<file path="src/rtl/ttv_pkg.sv">
package ttv_pkg;

    localparam int unsigned PosW = 32;
    localparam int unsigned TexW = 16;
    localparam int unsigned SlotW = 10;
    localparam int unsigned EdgeW = 33;
    localparam int unsigned DeltaW = 17;
    localparam int unsigned DetW = 35;
    localparam int unsigned NumW = 51;
    localparam int unsigned DivW = 63;
    localparam int unsigned QCntW = 6;

    localparam logic OP_WRITE = 1'b0;
    localparam logic OP_TANGENT = 1'b1;

    typedef enum logic [3:0] {
        ST_IDLE,
        ST_RD_A,
        ST_RD_B,
        ST_RD_C,
        ST_LATCH,
        ST_DET0,
        ST_DET1,
        ST_NUM0,
        ST_NUM1,
        ST_DIV,
        ST_NEXT,
        ST_OUT
    } t_state;

    typedef struct packed {
        logic             op;
        logic [SlotW-1:0] vertex_slot;
        logic [PosW-1:0]  pos_x;
        logic [PosW-1:0]  pos_y;
        logic [PosW-1:0]  pos_z;
        logic [TexW-1:0]  tex_u;
        logic [TexW-1:0]  tex_v;
        logic [SlotW-1:0] corner_a;
        logic [SlotW-1:0] corner_b;
        logic [SlotW-1:0] corner_c;
    } t_in_item;

    typedef struct packed {
        logic [PosW-1:0] tangent_x;
        logic [PosW-1:0] tangent_y;
        logic [PosW-1:0] tangent_z;
        logic            degenerate;
        logic            clipped;
    } t_out_item;

    // divider control between sequencer and divider
    typedef struct packed {
        logic start;
        logic busy;
        logic done;
    } t_div_ctl;

endpackage

</file>
<file path="src/rtl/ttv_div.sv">
module ttv_div (
    input  logic                         i_clk,
    input  logic                         i_rst_n,
    input  logic                         i_start,
    input  logic signed [ttv_pkg::DivW-1:0] i_num,
    input  logic signed [ttv_pkg::DetW-1:0] i_den,
    output ttv_pkg::t_div_ctl            o_ctl,
    output logic signed [ttv_pkg::DivW-1:0] o_quo
);
    import ttv_pkg::*;

    logic [DivW-1:0]  r_rem_q;
    logic [DetW:0]    r_rem;
    logic [DetW-1:0]  r_den;
    logic             r_neg;
    logic             r_busy;
    logic             r_done;
    logic [QCntW-1:0] r_cnt;
    logic [DetW:0]    w_shift;
    logic [DetW:0]    w_diff;

    // restoring radix-2 step on magnitudes
    assign w_shift = {r_rem[DetW-1:0], r_rem_q[DivW-1]};
    assign w_diff  = w_shift - {1'b0, r_den};

    always_ff @(posedge i_clk) begin
        if (!i_rst_n) begin
            r_busy <= 1'b0;
            r_done <= 1'b0;
            r_cnt  <= '0;
        end else begin
            r_done <= 1'b0;
            if (i_start) begin
                r_busy  <= 1'b1;
                r_cnt   <= QCntW'(DivW - 1);
                r_rem   <= '0;
                r_rem_q <= i_num[DivW-1] ? DivW'(-i_num) : DivW'(i_num);
                r_den   <= i_den[DetW-1] ? DetW'(-i_den) : DetW'(i_den);
                r_neg   <= i_num[DivW-1] ^ i_den[DetW-1];
            end else if (r_busy) begin
                if (!w_diff[DetW]) begin
                    r_rem   <= w_diff;
                    r_rem_q <= {r_rem_q[DivW-2:0], 1'b1};
                end else begin
                    r_rem   <= w_shift;
                    r_rem_q <= {r_rem_q[DivW-2:0], 1'b0};
                end
                r_cnt <= r_cnt - QCntW'(1);
                if (r_cnt == '0) begin
                    r_busy <= 1'b0;
                    r_done <= 1'b1;
                end
            end
        end
    end

    assign o_ctl.start = i_start;
    assign o_ctl.busy  = r_busy;
    assign o_ctl.done  = r_done;
    assign o_quo       = r_neg ? DivW'(-r_rem_q) : DivW'(r_rem_q);
endmodule

</file>
<file path="config.mk">
export PLATFORM = sky130hd
export DESIGN_NAME = ttv_div
export DESIGN_NICKNAME = d
export VERILOG_FILES = /design/src/rtl/ttv_pkg.sv /design/src/rtl/ttv_div.sv
export SDC_FILE = /design/constraint.sdc
export NUM_CORES = 1
export LEC_CHECK = 0
export ABC_AREA = 0
export BUFFER_PORTS_ARGS = -buffer_cell sky130_fd_sc_hd__buf_2
export CELL_PAD_IN_SITES_DETAIL_PLACEMENT = 0
export CELL_PAD_IN_SITES_GLOBAL_PLACEMENT = 1
export CORE_MARGIN = 5
export CORE_UTILIZATION = 48
export DETAILED_ROUTE_END_ITERATION = 10
export MAX_ROUTING_LAYER = met4
export PLACE_DENSITY_LB_ADDON = 0.05
export SLEW_MARGIN = 15
export SYNTH_ARGS = -nofsm -noshare
export SYNTH_HDL_FRONTEND = slang
export SYNTH_SLANG_ARGS = --single-unit
</file>
<file path="constraint.sdc">
create_clock -name i_clk -period 7.3 [get_ports i_clk]
set_input_delay 1.46 -clock i_clk [delete_from_list [all_inputs] [get_ports i_clk]]
set_output_delay 1.46 -clock i_clk [all_outputs]
set_load 0.03 [all_outputs]
</file>
==> impl_metrics.env, run 1 <==
export IMPL_synth_edf_count=134
export IMPL_nets=1484
export IMPL_io_buffers=166
export IMPL_ys_warn_count=0
export IMPL_synth_cell_types=59
export IMPL_path_delay_family="simple AND/OR/NAND/NOR gates"
export IMPL_end_kind="output pin"
export IMPL_num_vias=9418
export IMPL_worstHoldPathCells=2
export IMPL_comb_power_share_pct=30.4
export IMPL_grt_usage_pct=22.8
export IMPL_avgSynthCellArea_sq_um=9.06
export IMPL_areaGrowthSynthToFinish_pct=15.0
export IMPL_slowest_delay_ns=0.61
export IMPL_register_area_sq_um=4180
export IMPL_synth_area_sq_um=10900
export IMPL_die_h_um=161
export IMPL_grt_antenna_before_repair=0
export IMPL_ctsResizeCount=0
export IMPL_finalCritPeriodShare_pct=80.2
export IMPL_r2r_cells=10
export IMPL_io_pins=167
export IMPL_pwr_share_seq_pct=36.7
export IMPL_fp_row_count=55
export IMPL_p_leak_uw=0.00482
export IMPL_clk_path_buf_depth=2
export IMPL_path_class="flip-flop to output pin"
export IMPL_clkSinkCount=142
export IMPL_grt_pass1_vias=8882
export IMPL_cts_tree="yes"
export IMPL_tightest_slew_ns=0.986
export IMPL_cp_arrival_ns=4.39
export IMPL_fin_tns_setup_ns=0
export IMPL_worstPathRequired_ns=5.84
export IMPL_dp_cells=1608
export IMPL_intPower_uw=1890
export IMPL_grt_pass1_wl_um=46900
export IMPL_status="finished clean"
export IMPL_synthCells=1209
export IMPL_powerDensity_nw_per_um2=226
export IMPL_drtIter0Drc=644
export IMPL_fp_coreArea_sq_um=22600
export IMPL_clk_latency_ns=0.42
export IMPL_fmax_mhz=171
export IMPL_fillers=2148
export IMPL_clk_pin_slew_worst_paths_ns=0.06
export IMPL_post_route_drc_count=0
export IMPL_hpwl_um=21400
export IMPL_drive_gt1_share_pct=18.0
export IMPL_switching_share_pct=33.5
export IMPL_final_area_sq_um=12600
export IMPL_synthFlopType="edfxtp_1"
export IMPL_async_reset_ff_share_pct=0
export IMPL_drv_slew=0
export IMPL_routed_wl_um=29300
export IMPL_power_uw=2840
export IMPL_grt_ovfl_total=0
export IMPL_timing_hold_ws_ns=0.560
export IMPL_post_drt_wl_per_cell_um=17.9
export IMPL_max_vdd_ir_drop_mv=0.132
export IMPL_die_area_sq_um=25900
export IMPL_path_depth=10
export IMPL_antenna_cells=0
export IMPL_initial_utilization_pct=48.5
export IMPL_postCtsHoldBufs=0
export IMPL_max_cap_violations=0
export IMPL_cp_start_kind="flip-flop"
export IMPL_detail_route_antenna_nets=0
export IMPL_hold_class="flip-flop to flip-flop"
export IMPL_setup_viol=0
export IMPL_crit_slowest_cell="nor4_1"
export IMPL_layout_min_cycle_time_ns=5.85
export IMPL_finalHoldViolCount=0
export IMPL_placed_area_sq_um=12000
export IMPL_power_switching_uw=951
export IMPL_grt_max_degree=64
export IMPL_cts_max_level=4
export IMPL_fin_cells=1639
export IMPL_max_slew_margin_rel_pct=34.0
export IMPL_avgViaCountPerCell=5.75
export IMPL_ys_ff_latch=142
export IMPL_path_buf_inv=1
export IMPL_cts_setup_buffers=0
export IMPL_critPathMaxFanout=8
export IMPL_rsz0062_at_grt="false"
export IMPL_die_w_um=161
export IMPL_cts_root_buf="clkbuf_16"
export IMPL_ys_seq_area_share_pct=38.2
export IMPL_syn_nets=1351
export IMPL_multi_input_area_sq_um=6330
export IMPL_numCtsBuffers=17
export IMPL_critical_path_cell_chain="or2_2 > nor4_1 > nand3_1 > or3_4 > or2_1 > or3_1 > or4_4 > o31ai_4 > xnor2_1 > buf_2"
export IMPL_finClkSkew_ns=0.0104
export IMPL_firstDrtPassIters=5
export IMPL_clkPwrFrac_pct=32.9
export IMPL_place_gp_congestion=0.866
worst register-to-register path, stage by stage (launching register included):
cell and delay, ns:
edfxtp_1 0.38, ha_1 0.39, a2111o_1 0.45, o21ai_0 0.37, a21boi_0 0.29, a31oi_1 0.54, o211ai_1 0.29, and3_1 0.25
buf_4 0.30, or4b_2 0.72, a21oi_1 0.15
layer usage:
metal | global-route usage, % | up-vias | wire (um)
met1 | 32.2 | 4428 | 14100
li1 | - | 4728 | -
met4 | 3.92 | 0 | 281
met5 | - | - | 0
met3 | 3.60 | 23 | 1300
met2 | 35.6 | 239 | 13600
cells by family (layout without fill, tap and decap cells):
| kind of cell | count (synthesis) | after routing | share of synthesized area (%) |
|---|---|---|---|
| DFF | 142 | 142 | 38.2 |
| adders and majority gates | 41 | 41 | 4.75 |
| muxes | 11 | 11 | 1.07 |
| buffers and inverters | 117 | 262 | 4.16 |
| and+or+nand+nor | 357 | 357 | 17.0 |
| AOI/OAI and AO/OA | 355 | 355 | 19.9 |
| xor gates and xnor gates | 186 | 186 | 14.9 |
cell usage after synthesis (all sizes together) (6+ instances only):
cell type	count	area [sq um]
a21boi	9	67.6
a21o	13	97.6
a21oi	118	591
a31oi	12	75.1
and3	8	50.1
buf	9	50.0
clkbuf	51	191
dfxtp	8	160
edfxtp	134	4020
ha	40	500
inv	57	214
mux2	6	67.6
nand2	86	323
nand2b	15	93.8
nand3	11	55.1
nand4	6	37.5
nor2	87	327
nor3	18	90.1
nor4	11	68.8
o21ai	101	505
o31ai	46	359
o41ai	17	149
or2	17	106
or3	44	290
or4	32	251
xnor2	114	998
xor2	72	631
registers in the layout (all words and copies together) (netlist names):
| register | count |
|---|---|
| r_rem_q | 63 |
| r_cnt | 6 |
| r_neg | 1 |
| r_busy | 1 |
| r_rem | 35 |
| r_done | 1 |
| r_den | 35 |
layout make-up:
cell class	count	share of cell area (%)
Clock buffer	17	3.38
Clock inverter	14	1.53
Inverter	57	1.70
Multi-Input combinational cell	950	50.2
Sequential cell	142	33.2
Tap cell	285	2.83
Timing Repair Buffer	174	7.09
final timing paths:
check,endpoint,from,slack (ns)
max reg2reg,r_rem[31],r_rem[5],3.02
max,o_quo[56],r_rem_q[4],1.45
min reg2reg,r_cnt[1],r_cnt[1],0.56
min,r_cnt[1],r_cnt[1],0.56
power by group through the flow:
stage                     Sequential (uW)  Clock, uW  Combinational [uW]
after floorplan                      1040          0                 637
after global placement               1060          0                 855
after detailed placement             1060          0                 861
after CTS                            1040        953                 866
after global routing                 1050        985                 957
final                                1040        937                 864
stage by stage:
step,setup slack (ns),utilization (%)
global placement,2.00,53.1
CTS,1.46,55.8
detailed placement,1.92,53.1
finish,1.45,55.8
floorplan,2.15,-
global route,1.27,55.8
cells in the final DEF (no fill, tap or decap), drive strengths merged, types with 17 or more instances in the layout:
cell type  Yosys  routed
a21oi        118     118
o31ai         46      46
xor2          72      72
or2           17      17
or4           32      32
o41ai         17      17
xnor2        114     114
o21ai        101     101
clkbuf        51      17
edfxtp       134     134
nand2         86      86
or3           44      44
nor2          87      87
buf            9     174
nor3          18      18
ha            40      40
inv           57      59
(Power assumes the default switching activity.)
==> run 2, diff against run 1 <==
- CORE_UTILIZATION: 48 -> 44
- clock period: 7.3 -> 5.7 ns (I/O delays scaled with it)
==> impl_metrics.env, run 2 (synthesis results as in run 1) <==
export IMPL_detail_route_antenna_nets=0
export IMPL_io_pins=167
export IMPL_die_h_um=168
export IMPL_timing_hold_ws_ns=0.567
export IMPL_max_vdd_ir_drop_mv=0.184
export IMPL_crit_slowest_cell="or4_4"
export IMPL_drtIter0Drc=666
export IMPL_finalCritPeriodShare_pct=96.2
export IMPL_post_drt_wl_per_cell_um=17.7
export IMPL_die_w_um=168
export IMPL_top_register="r_rem_q"
export IMPL_grt_antenna_before_repair=1
export IMPL_path_buf_inv=1
export IMPL_grt_pass1_vias=8926
export IMPL_grt_pass1_wl_um=47800
export IMPL_pre_cts_slack_ns=0.648
export IMPL_firstDrtPassIters=5
export IMPL_finClkSkew_ns=0.0126
export IMPL_setup_viol=0
export IMPL_cts_tree="yes"
export IMPL_numCtsBuffers=17
export IMPL_fin_tns_setup_ns=0
export IMPL_status="finished clean"
export IMPL_cp_start_kind="flip-flop"
export IMPL_avgViaCountPerCell=5.60
export IMPL_num_vias=9421
export IMPL_grtUsageMet3_pct=2.95
export IMPL_clk_latency_ns=0.42
export IMPL_grt_usage_pct=21.3
export IMPL_grt_ovfl_total=0
export IMPL_grt_max_degree=72
export IMPL_p_leak_uw=0.00484
export IMPL_path_class="flip-flop to output pin"
export IMPL_path_delay_family="simple AND/OR/NAND/NOR gates"
export IMPL_slowest_delay_ns=0.57
export IMPL_met2_usage_pct=31.8
export IMPL_postCtsHoldBufs=0
export IMPL_critPathMaxFanout=8
export IMPL_worstHoldPathCells=2
export IMPL_layout_min_cycle_time_ns=5.49
export IMPL_areaGrowthSynthToFinish_pct=15.5
export IMPL_cp_common_cell="or3_4"
export IMPL_tightest_slew_ns=1.04
export IMPL_max_cap_violations=0
export IMPL_end_kind="output pin"
export IMPL_largest_register_ffs=63
export IMPL_clk_path_buf_depth=2
export IMPL_cts_max_level=4
export IMPL_worstPathRequired_ns=4.56
export IMPL_initial_utilization_pct=44.9
export IMPL_fp_coreArea_sq_um=24400
export IMPL_post_route_drc_count=0
export IMPL_ctsResizeCount=0
export IMPL_cts_root_buf="clkbuf_16"
export IMPL_powerDensity_nw_per_um2=283
export IMPL_routed_wl_um=29900
export IMPL_finalHoldViolCount=0
export IMPL_nets=1486
export IMPL_die_area_sq_um=28100
export IMPL_r2r_slack_ns=1.44
export IMPL_final_common_cell="buf_2"
export IMPL_r2r_cells=10
export IMPL_drv_slew=0
export IMPL_fp_row_count=57
export IMPL_place_gp_congestion=0.863
export IMPL_grt_util_met1_pct=30.3
export IMPL_reg_top3="r_rem_q (63), r_den (35), r_rem (35)"
export IMPL_cp_arrival_ns=4.35
export IMPL_rsz0062_at_grt="false"
export IMPL_io_buffers=166
export IMPL_fmax_mhz=182
export IMPL_hold_class="flip-flop to flip-flop"
export IMPL_clkSinkCount=142
export IMPL_drive_gt1_share_pct=18.0
export IMPL_finalWorstSetupSlack_ns=0.214
export IMPL_hpwl_um=22000
export IMPL_max_slew_margin_rel_pct=30.9
export IMPL_layout_common_cells="buf_2 (165), edfxtp_1 (134), a21oi_1 (117), xnor2_1 (114), o21ai_0 (101)"
export IMPL_clk_pin_slew_worst_paths_ns=0.06
export IMPL_busiest_layer="met2"
export IMPL_path_depth=10
export IMPL_cts_setup_buffers=0
export IMPL_critical_path_cell_chain="or4_4 > or3_4 > or3_4 > or3_4 > or2_1 > or3_1 > or4_4 > o31ai_4 > xnor2_1 > buf_2"
-- run 2: cell count changes in the layout (fill, tap and decap cells not counted), moves of 2 or more --
cell        previous run  this run
clkbuf_16             17        20
clkinv_2               3         1
clkbuf_1               0         3
bufinv_16              4         0
clkinvlp_4             3         0
diode_2                0         2
buf_4                  9        11
clkbuf_8               0         4
-- run 2: where the power goes --
part           switching (uW)  leakage [uW]  internal [uW]  total, uW
combinational             680       0.00320            427       1110
sequential               68.1       0.00134           1270       1340
clock                     450      0.000300            686       1140
total                    1200       0.00484           2380       3580
-- run 2: routing by layer --
metal  share of wire, %  wire length, um
met4                1.8              523
met3                4.6             1370
met1                 49            14600
met5                  0                0
met2                 45            13400
-- run 2: worst reg2reg max path: cells and delay by family (launching register included) --
family                     cells  cell delay (ns)
AOI/OAI and AO/OA              6             2.09
and+or+nand+nor                2             0.95
DFF                            1             0.39
adders and majority gates      1             0.38
buffers and inverters          1             0.30
-- run 2: layout make-up --
class | count | area, sq um
clock inverter | 5 | 37.5
clock buffer | 27 | 567
timing repair buffer | 176 | 908
sequential | 142 | 4180
antenna | 2 | 5.00
fill | 2342 | 11700
tap | 324 | 405
inverter | 57 | 214
multi-input combinational | 950 | 6330
-- run 2: worst paths after layout --
| path | start | to |
|---|---|---|
| hold reg to reg | r_cnt[4] | r_cnt[4] |
| hold / removal | r_cnt[4] | r_cnt[4] |
| setup / recovery | r_rem_q[24] | o_quo[56] |
| setup reg to reg | r_rem[5] | r_rem[31] |
-- run 2: stage by stage --
| step | util, % | instances | area, sq um | total power [uW] |
|---|---|---|---|---|
| final | 51.9 | 1683 | 12600 | 3580 |
| after global routing | 51.8 | 1682 | 12600 | 3780 |
| after CTS | 51.8 | 1681 | 12600 | 3610 |
| after detailed placement | 49.4 | 1649 | 12000 | 2460 |
| after global placement | 49.4 | 1649 | 12000 | 2460 |
| after floorplan | - | 1209 | 10900 | 2150 |
